<file path="src/rtl/core/stri_pkg.sv">
package stri_pkg;

  // Table geometry and field widths.
  localparam int DEPTH         = 16;
  localparam int KEY_W         = 32;
  localparam int PAY_W         = 32;
  localparam int RANK_W        = 4;
  localparam int STATUS_W      = 2;
  localparam int ENTRY_COUNT_W = 5;
  localparam int CNT_W         = $clog2(DEPTH + 1);
  localparam int IDX_W         = $clog2(DEPTH);
  localparam int RCMP_W        = (CNT_W > RANK_W) ? CNT_W : RANK_W;

  // Stream data widths, rounded up to whole bytes.
  localparam int IN_BITS      = KEY_W + PAY_W + RANK_W;
  localparam int OUT_BITS     = KEY_W + PAY_W + ENTRY_COUNT_W;
  localparam int IN_TDATA_W   = ((IN_BITS + 7) / 8) * 8;
  localparam int OUT_TDATA_W  = ((OUT_BITS + 7) / 8) * 8;

  // Operation codes carried in the input tuser bit.
  localparam logic MODE_INSERT = 1'b0;
  localparam logic MODE_REMOVE = 1'b1;

  typedef enum logic [STATUS_W-1:0] {
    ST_DONE     = 2'd0,
    ST_BAD_RANK = 2'd1,
    ST_FULL     = 2'd2
  } status_t;

  // One request to the table.
  typedef struct packed {
    logic                    mode;
    logic signed [KEY_W-1:0] key;
    logic [PAY_W-1:0]        payload;
    logic [RANK_W-1:0]       rank;
  } op_t;

  // Outcome of one request, with the count after it.
  typedef struct packed {
    status_t                 status;
    logic signed [KEY_W-1:0] removed_key;
    logic [PAY_W-1:0]        removed_payload;
    logic [CNT_W-1:0]        count;
  } res_t;

endpackage

</file>
<file path="src/rtl/core/sorted_table_insert_rank_delete_core.sv">
// Sorted record table with insert and remove by rank.
//
// Input beats carry one request: in_tuser is the mode (0 insert, 1 remove),
// in_tdata holds the key, payload and rank. Every request yields exactly one
// output beat with a status in out_tuser and the removed record plus the
// entry count after the request in out_tdata.
//
// A request is captured in an input register, evaluated against the table by
// one parallel compare and shift over all entries, and its result is written
// into the output register in the same edge that updates the table. out_tvalid
// rises once the request moves on into the output register, which a result
// held on out_tready can stall; throughput is one request per cycle while
// out_tready is high, set by the combinational compare and shift of the table.
//
// The input side keeps accepting while a result waits on out_tready, until
// both the input and output registers are full; then in_tready drops and the
// held result stays stable until taken.
//
// Reset empties the table (count to zero) and clears the valid flags of both
// registers; in_tready is high as soon as reset is released.
module sorted_table_insert_rank_delete_core (
  input  logic                                clk,
  input  logic                                rst_n,
  input  logic                                in_tvalid,
  output logic                                in_tready,
  // mode
  input  logic                                in_tuser,
  // record_key[31:0], record_payload[63:32], rank[67:64], zero fill
  input  logic [stri_pkg::IN_TDATA_W-1:0]     in_tdata,
  output logic                                out_tvalid,
  input  logic                                out_tready,
  // status[1:0]
  output logic [stri_pkg::STATUS_W-1:0]       out_tuser,
  // removed_key[31:0], removed_payload[63:32], entry_count[68:64], zero fill
  output logic [stri_pkg::OUT_TDATA_W-1:0]    out_tdata
);
  import stri_pkg::*;

  logic  s1_valid_r;
  logic  s1_valid_nxt;
  op_t   s1_op_r;
  logic  out_valid_r;
  logic  out_valid_nxt;
  res_t  out_res_r;
  res_t  tbl_res;
  logic  s1_adv;
  logic  in_acc;
  logic [31:0] count_wide;

  // Handshake control of the two register stages.
  assign s1_adv    = s1_valid_r && (!out_valid_r || out_tready);
  assign in_tready = !s1_valid_r || s1_adv;
  assign in_acc    = in_tvalid && in_tready;

  always_comb begin
    s1_valid_nxt = s1_valid_r;
    if (in_acc) begin
      s1_valid_nxt = 1'b1;
    end else if (s1_adv) begin
      s1_valid_nxt = 1'b0;
    end
    out_valid_nxt = out_valid_r;
    if (s1_adv) begin
      out_valid_nxt = 1'b1;
    end else if (out_tready) begin
      out_valid_nxt = 1'b0;
    end
  end

  always_ff @(posedge clk) begin
    if (!rst_n) begin
      s1_valid_r  <= 1'b0;
      out_valid_r <= 1'b0;
    end else begin
      s1_valid_r  <= s1_valid_nxt;
      out_valid_r <= out_valid_nxt;
    end
  end

  // Input register unpacks the beat.
  always_ff @(posedge clk) begin
    if (in_acc) begin
      s1_op_r.mode    <= in_tuser;
      s1_op_r.key     <= in_tdata[KEY_W-1:0];
      s1_op_r.payload <= in_tdata[KEY_W+PAY_W-1:KEY_W];
      s1_op_r.rank    <= in_tdata[KEY_W+PAY_W+RANK_W-1:KEY_W+PAY_W];
    end
  end

  stri_table u_table (
    .clk   (clk),
    .rst_n (rst_n),
    .op_en (s1_adv),
    .op    (s1_op_r),
    .res   (tbl_res)
  );

  // Output register.
  always_ff @(posedge clk) begin
    if (s1_adv) begin
      out_res_r <= tbl_res;
    end
  end

  assign count_wide = 32'(out_res_r.count);
  assign out_tvalid = out_valid_r;
  assign out_tuser  = out_res_r.status;
  assign out_tdata  = OUT_TDATA_W'({count_wide[ENTRY_COUNT_W-1:0],
                                    out_res_r.removed_payload,
                                    out_res_r.removed_key});

  // The count never exceeds the table depth.
  a_count_bound: assert property (@(posedge clk) disable iff (!rst_n)
    out_valid_r |-> (out_res_r.count <= CNT_W'(DEPTH)))
    else $error("entry count above depth");

  // A failed request reports no removed record.
  a_fail_zero: assert property (@(posedge clk) disable iff (!rst_n)
    (out_valid_r && out_res_r.status != ST_DONE) |->
      (out_res_r.removed_key == '0 && out_res_r.removed_payload == '0))
    else $error("removed record on failed request");

  // Back-to-back results move the count by one at most.
  a_count_step: assert property (@(posedge clk) disable iff (!rst_n)
    (out_valid_r && $past(s1_adv) && $past(out_valid_r) && $past(out_tready) && rst_n
     && $past(rst_n)) |->
      (out_res_r.count == $past(out_res_r.count) + CNT_W'(1) ||
       out_res_r.count == $past(out_res_r.count) - CNT_W'(1) ||
       out_res_r.count == $past(out_res_r.count)))
    else $error("entry count jumped");

  // An empty output register never blocks the input side.
  a_ready_free: assert property (@(posedge clk) disable iff (!rst_n)
    !out_valid_r |-> in_tready)
    else $error("input stalled with output register empty");

endmodule

</file>
<file path="src/rtl/core/stri_table.sv">
module stri_table (
  input  logic           clk,
  input  logic           rst_n,
  input  logic           op_en,
  input  stri_pkg::op_t  op,
  output stri_pkg::res_t res
);
  import stri_pkg::*;

  logic signed [KEY_W-1:0] keys_r     [DEPTH];
  logic signed [KEY_W-1:0] keys_nxt   [DEPTH];
  logic [PAY_W-1:0]        pays_r     [DEPTH];
  logic [PAY_W-1:0]        pays_nxt   [DEPTH];
  logic [CNT_W-1:0]        count_r;
  logic [CNT_W-1:0]        count_nxt;

  logic [DEPTH-1:0]  lt;
  logic [DEPTH-1:0]  at_pos;
  logic              ins_ok;
  logic              rem_ok;
  logic [RCMP_W-1:0] rank_cmp;
  logic [IDX_W-1:0]  rank_idx;
  logic              do_write;

  // Every stored key below the new key sits ahead of it; the table is sorted,
  // so these flags form a prefix and the first clear flag is the slot.
  always_comb begin
    for (int i = 0; i < DEPTH; i++) begin
      lt[i] = (CNT_W'(i) < count_r) && (keys_r[i] < op.key);
    end
    for (int i = 0; i < DEPTH; i++) begin
      if (i == 0) begin
        at_pos[i] = !lt[0];
      end else begin
        at_pos[i] = !lt[i] && lt[i-1];
      end
    end
  end

  assign ins_ok   = (count_r != CNT_W'(DEPTH));
  assign rank_cmp = RCMP_W'(op.rank);
  assign rem_ok   = (rank_cmp < RCMP_W'(count_r));
  assign rank_idx = rank_cmp[IDX_W-1:0];

  // Shifted copies of the table for both operations.
  always_comb begin
    for (int i = 0; i < DEPTH; i++) begin
      if (op.mode == MODE_INSERT) begin
        if (lt[i]) begin
          keys_nxt[i] = keys_r[i];
          pays_nxt[i] = pays_r[i];
        end else if (at_pos[i] || i == 0) begin
          keys_nxt[i] = op.key;
          pays_nxt[i] = op.payload;
        end else begin
          keys_nxt[i] = keys_r[IDX_W'(i - 1)];
          pays_nxt[i] = pays_r[IDX_W'(i - 1)];
        end
      end else begin
        if (IDX_W'(i) < rank_idx || i == DEPTH - 1) begin
          keys_nxt[i] = keys_r[i];
          pays_nxt[i] = pays_r[i];
        end else begin
          keys_nxt[i] = keys_r[IDX_W'(i + 1)];
          pays_nxt[i] = pays_r[IDX_W'(i + 1)];
        end
      end
    end
  end

  // Status, removed record and new count.
  always_comb begin
    res.removed_key     = '0;
    res.removed_payload = '0;
    count_nxt           = count_r;
    do_write            = 1'b0;
    if (op.mode == MODE_INSERT) begin
      if (ins_ok) begin
        res.status = ST_DONE;
        count_nxt  = count_r + CNT_W'(1);
        do_write   = 1'b1;
      end else begin
        res.status = ST_FULL;
      end
    end else begin
      if (rem_ok) begin
        res.status          = ST_DONE;
        res.removed_key     = keys_r[rank_idx];
        res.removed_payload = pays_r[rank_idx];
        count_nxt           = count_r - CNT_W'(1);
        do_write            = 1'b1;
      end else begin
        res.status = ST_BAD_RANK;
      end
    end
    res.count = count_nxt;
  end

  // Table storage; entries at or above the count are never read.
  always_ff @(posedge clk) begin
    if (op_en && do_write) begin
      keys_r <= keys_nxt;
      pays_r <= pays_nxt;
    end
  end

  always_ff @(posedge clk) begin
    if (!rst_n) begin
      count_r <= '0;
    end else if (op_en) begin
      count_r <= count_nxt;
    end
  end

endmodule
</file>
<file path="config.mk">
export PLATFORM = sky130hd
export DESIGN_NAME = sorted_table_insert_rank_delete_core
export DESIGN_NICKNAME = d
export VERILOG_FILES = /design/src/rtl/core/stri_pkg.sv /design/src/rtl/core/sorted_table_insert_rank_delete_core.sv /design/src/rtl/core/stri_table.sv
export SDC_FILE = /design/constraint.sdc
export NUM_CORES = 2
export LEC_CHECK = 0
export ABC_AREA = 1
export ABC_CLOCK_PERIOD_IN_PS = 7800
export BUFFER_PORTS_ARGS = -buffer_cell sky130_fd_sc_hd__buf_2
export CORE_MARGIN = 2
export CORE_UTILIZATION = 40
export DETAILED_ROUTE_END_ITERATION = 10
export GPL_TIMING_DRIVEN = 0
export MAX_ROUTING_LAYER = met4
export PLACE_DENSITY = 0.67
export SYNTH_ARGS = -nofsm -noshare
export SYNTH_HDL_FRONTEND = slang
export SYNTH_SLANG_ARGS = --single-unit
</file>
<file path="constraint.sdc">
create_clock -name clk -period 7.8 [get_ports clk]
set_input_delay 0.39 -clock clk [delete_from_list [all_inputs] [get_ports clk]]
set_output_delay 0.39 -clock clk [all_outputs]
set_load 0.05 [all_outputs]
</file>
==> results.sh <==
export IMPL_status="finished, violations left"
export IMPL_failed_checks="capacitance limit, slew limit"
export IMPL_grt_first_pass_wirelength_microns=394000
export IMPL_hold_viol_final=0
export IMPL_cp_max_fo=33
export IMPL_start_util_pct=40.3
export IMPL_critPathTopFamily="buffers and inverters"
export IMPL_power_density_nw_per_um2=223
export IMPL_fmax_ghz=0.166
export IMPL_yosysWarnings=0
export IMPL_post_drt_wl_per_cell_microns=25.8
export IMPL_synth_area_leader_cell="edfxtp_1"
export IMPL_area_delta_synth_final_pct=14.3
export IMPL_cts_htree_levels=4
export IMPL_cts_root_buf="clkbuf_16"
export IMPL_drtIter0Drc=8211
export IMPL_critPathSlowestCell="clkinv_1"
export IMPL_ios=153
export IMPL_grt_max_degree=45
export IMPL_fin_ws_ps=1760
export IMPL_rsz0062_at_grt="no"
export IMPL_maxSlewViolCount=11
export IMPL_overflow=0
export IMPL_synth_cells=7795
export IMPL_finClkSkew_ps=37.4
export IMPL_finalSetupViolations=0
export IMPL_arrival_ps=6510
export IMPL_combPwrFrac_pct=18.8
export IMPL_critPathKind="register to register"
export IMPL_required_ps=8270
export IMPL_async_flop_share_pct=0
export IMPL_ys_ff_latch=1171
export IMPL_crit_top_cell="nand2_1"
export IMPL_globalplace_congestion=0.987
export IMPL_finalCritPeriodShare_pct=77.4
export IMPL_hold_class="primary input to register"
export IMPL_maxCapViolations=2
export IMPL_vdd_ir_drop_max_v=0.000241
export IMPL_post_cts_resized=0
export IMPL_worst_r2r_endpoint="u_table.pays_r[253]$_DFFE_PP_"
export IMPL_die_area_sq_um=176000
export IMPL_grt_util_all_layers_pct=31.3
export IMPL_synthTopCellsByCount="2137 x nand2_1, 1164 x edfxtp_1, 813 x nand3_1, 768 x o21ai_0, 552 x inv_1"
export IMPL_grt_pass1_vias=58600
export IMPL_synthFlopType="edfxtp_1"
export IMPL_sequential_cell_area_sq_um=35100
export IMPL_synth_top_area_share_pct=50.5
export IMPL_seq_area_frac_synth_pct=50.7
export IMPL_dieWidth_microns=420
export IMPL_synth_edff_count=1164
export IMPL_post_synth_top_count_cell="nand2_1"
export IMPL_clk_path_buf_depth=3
export IMPL_clkTransAtPathRegs_ps=60
export IMPL_post_place_ws_ps=2020
export IMPL_path_cells="clkinv_1, ha_1, nand4_1, nor3_1, nand2_1, nor3_1, nand2_1, nand2_1, nand2_1, nand3_1, buf_4, o21ai_0, inv_4, buf_12"
export IMPL_hpwl_microns=203000
export IMPL_cp_end_kind="register"
export IMPL_r2r_slack_ps=1760
export IMPL_p_sw_mw=5.50
export IMPL_crit_path_start="s1_op_r[67]$_DFFE_PP_"
export IMPL_synthesis_area_sq_um=69300
export IMPL_avgSynthCellArea_sq_um=8.88
export IMPL_p_leak_nw=32.8
export IMPL_postLayoutCoreUtil_pct=46.1
export IMPL_via_per_inst=5.86
export IMPL_fin_area_sq_um=79200
export IMPL_dp_cells=10300
export IMPL_crit_path_end="u_table.pays_r[253]$_DFFE_PP_"
export IMPL_worst_pin_slew_ps=1590
export IMPL_antenna_found_initial=16
export IMPL_numCtsBuffers=137
export IMPL_placed_area_sq_um=73800
export IMPL_antenna_left=0
export IMPL_p_int_mw=12.1
export IMPL_fin_cells=10600
export IMPL_multiInputGateArea_sq_um=29700
export IMPL_n_fill_cell=16400
export IMPL_r2r_start="s1_op_r[67]$_DFFE_PP_"
export IMPL_ys_types=45
export IMPL_cts_tree="built"
export IMPL_power_mw=17.6
export IMPL_via_count=62300
export IMPL_cts_sinks=1171
export IMPL_clock_latency_ps=830
export IMPL_drive_above_1_share_pct=8.65
export IMPL_slowest_delay_ps=1040
export IMPL_worst_r2r_path_depth=14
export IMPL_power_frac_clock_pct=38.1
export IMPL_drc=0
export IMPL_critPathBufInv=4
export IMPL_synth_area_leaders="edfxtp_1 50%, nand2_1 12%, ha_1 9.1%, nand3_1 5.9%, o21ai_0 5.6%"
export IMPL_fp_row_count=152
export IMPL_seq_power_share_pct=43.1
export IMPL_cp_start_kind="register"
export IMPL_nNetsFinal=8766
export IMPL_io_buffers=145
export IMPL_maxSlewHeadroom_pct=-5.76
export IMPL_routed_wirelength_microns=274000
export IMPL_crit_cells=14
export IMPL_power_switching_share_pct=31.2
export IMPL_chipHeight_microns=420
export IMPL_drt_first_pass_iters=8
export IMPL_fin_crit_ps=6040
export IMPL_core_area_sq_um=172000
area by class of cell:
class / count / area share [%]
Sequential cell: 1171 / 44.3
Multi-Input combinational cell: 5572 / 37.5
Clock buffer: 163 / 4.48
Tap cell: 2310 / 3.65
Buffer: 465 / 2.96
Timing Repair Buffer: 251 / 2.88
Inverter: 589 / 2.83
Clock inverter: 85 / 1.26
Antenna cell: 27 / 0.0853
power groups by stage:
stage | Combinational [mW] | Sequential (mW) | Clock [mW]
6_report | 3.31 | 7.60 | 6.72
5_1_grt | 3.55 | 7.62 | 6.98
4_1_cts | 3.21 | 7.59 | 6.75
3_5_place_dp | 3.17 | 7.72 | 0
3_3_place_gp | 3.04 | 7.76 | 0
2_1_floorplan | 1.89 | 7.71 | 0
per-layer routing:
metal / track usage (%) / up-vias / part of all wire (%)
li1: - / 28000 / -
met5: - / - / 0
met4: 15.5 / 0 / 5.5
met1: 40.3 / 30000 / 40
met2: 46.7 / 3639 / 44
met3: 6.71 / 706 / 11
cell families after synthesis:
group                    share of synthesized area (%)
adder cells (fa/ha/maj)                           9.07
AO/OA/AOI/OAI                                     11.6
AND/OR/NAND/NOR                                   22.1
buffers and inverters                             6.55
XOR/XNOR                                        0.0253
other                                          0.00541
flip-flops                                        50.7
flip-flops by register name (all words and copies together), names as in the netlist:
name             cells
out_tdata           69
u_table.count_r      5
out_tvalid           1
s1_valid_r           1
out_tuser            2
s1_op_r             69
u_table.keys_r     512
u_table.pays_r     512
cell usage in the layout, fill, tap and decap left out, drive strengths merged, types with 7 or more instances in the layout:
cell,count
nand3b,10
edfxtp,1164
nor2,421
bufinv,17
clkbuf,428
nand3,913
nand2,2145
buf,379
o21a,15
o211ai,12
a41oi,64
ha,502
a21oi,462
clkinvlp,9
inv,568
o21ai,792
dlygate4sd3,72
clkinv,80
o221ai,9
o22ai,130
nor4,7
diode,27
dfxtp,7
nor3,36
nand4,32
worst min path at each step:
stage | depth (start not counted) | slack, ps | end | startpoint
2_1_floorplan | 0 | 490 | s1_op_r[0]$_DFFE_PP_ | in_tdata[64]
3_3_place_gp | 2 | 490 | out_tvalid$_SDFFE_PN0P_ | out_tvalid$_SDFFE_PN0P_
3_5_place_dp | 2 | 530 | out_tvalid$_SDFFE_PN0P_ | out_tvalid$_SDFFE_PN0P_
4_1_cts | 2 | 240 | s1_op_r[61]$_DFFE_PP_ | in_tdata[25]
5_1_grt | 2 | 280 | s1_op_r[63]$_DFFE_PP_ | in_tdata[27]
6_report | 2 | 280 | s1_op_r[62]$_DFFE_PP_ | in_tdata[26]
through the flow:
stage          TNS [ps]  hold slack [ps]
3_3_place_gp   -1524490              492
4_1_cts               0              238
5_1_grt               0              282
6_report              0              277
2_1_floorplan         0              489
3_5_place_dp          0              533
repair_timing:
item,4_1_cts,5_1_grt
hold buffers,72,0
setup buffers,0,0
hold endpoints to repair,72,0
No activity file was read; power rests on OpenSTA's default activity.
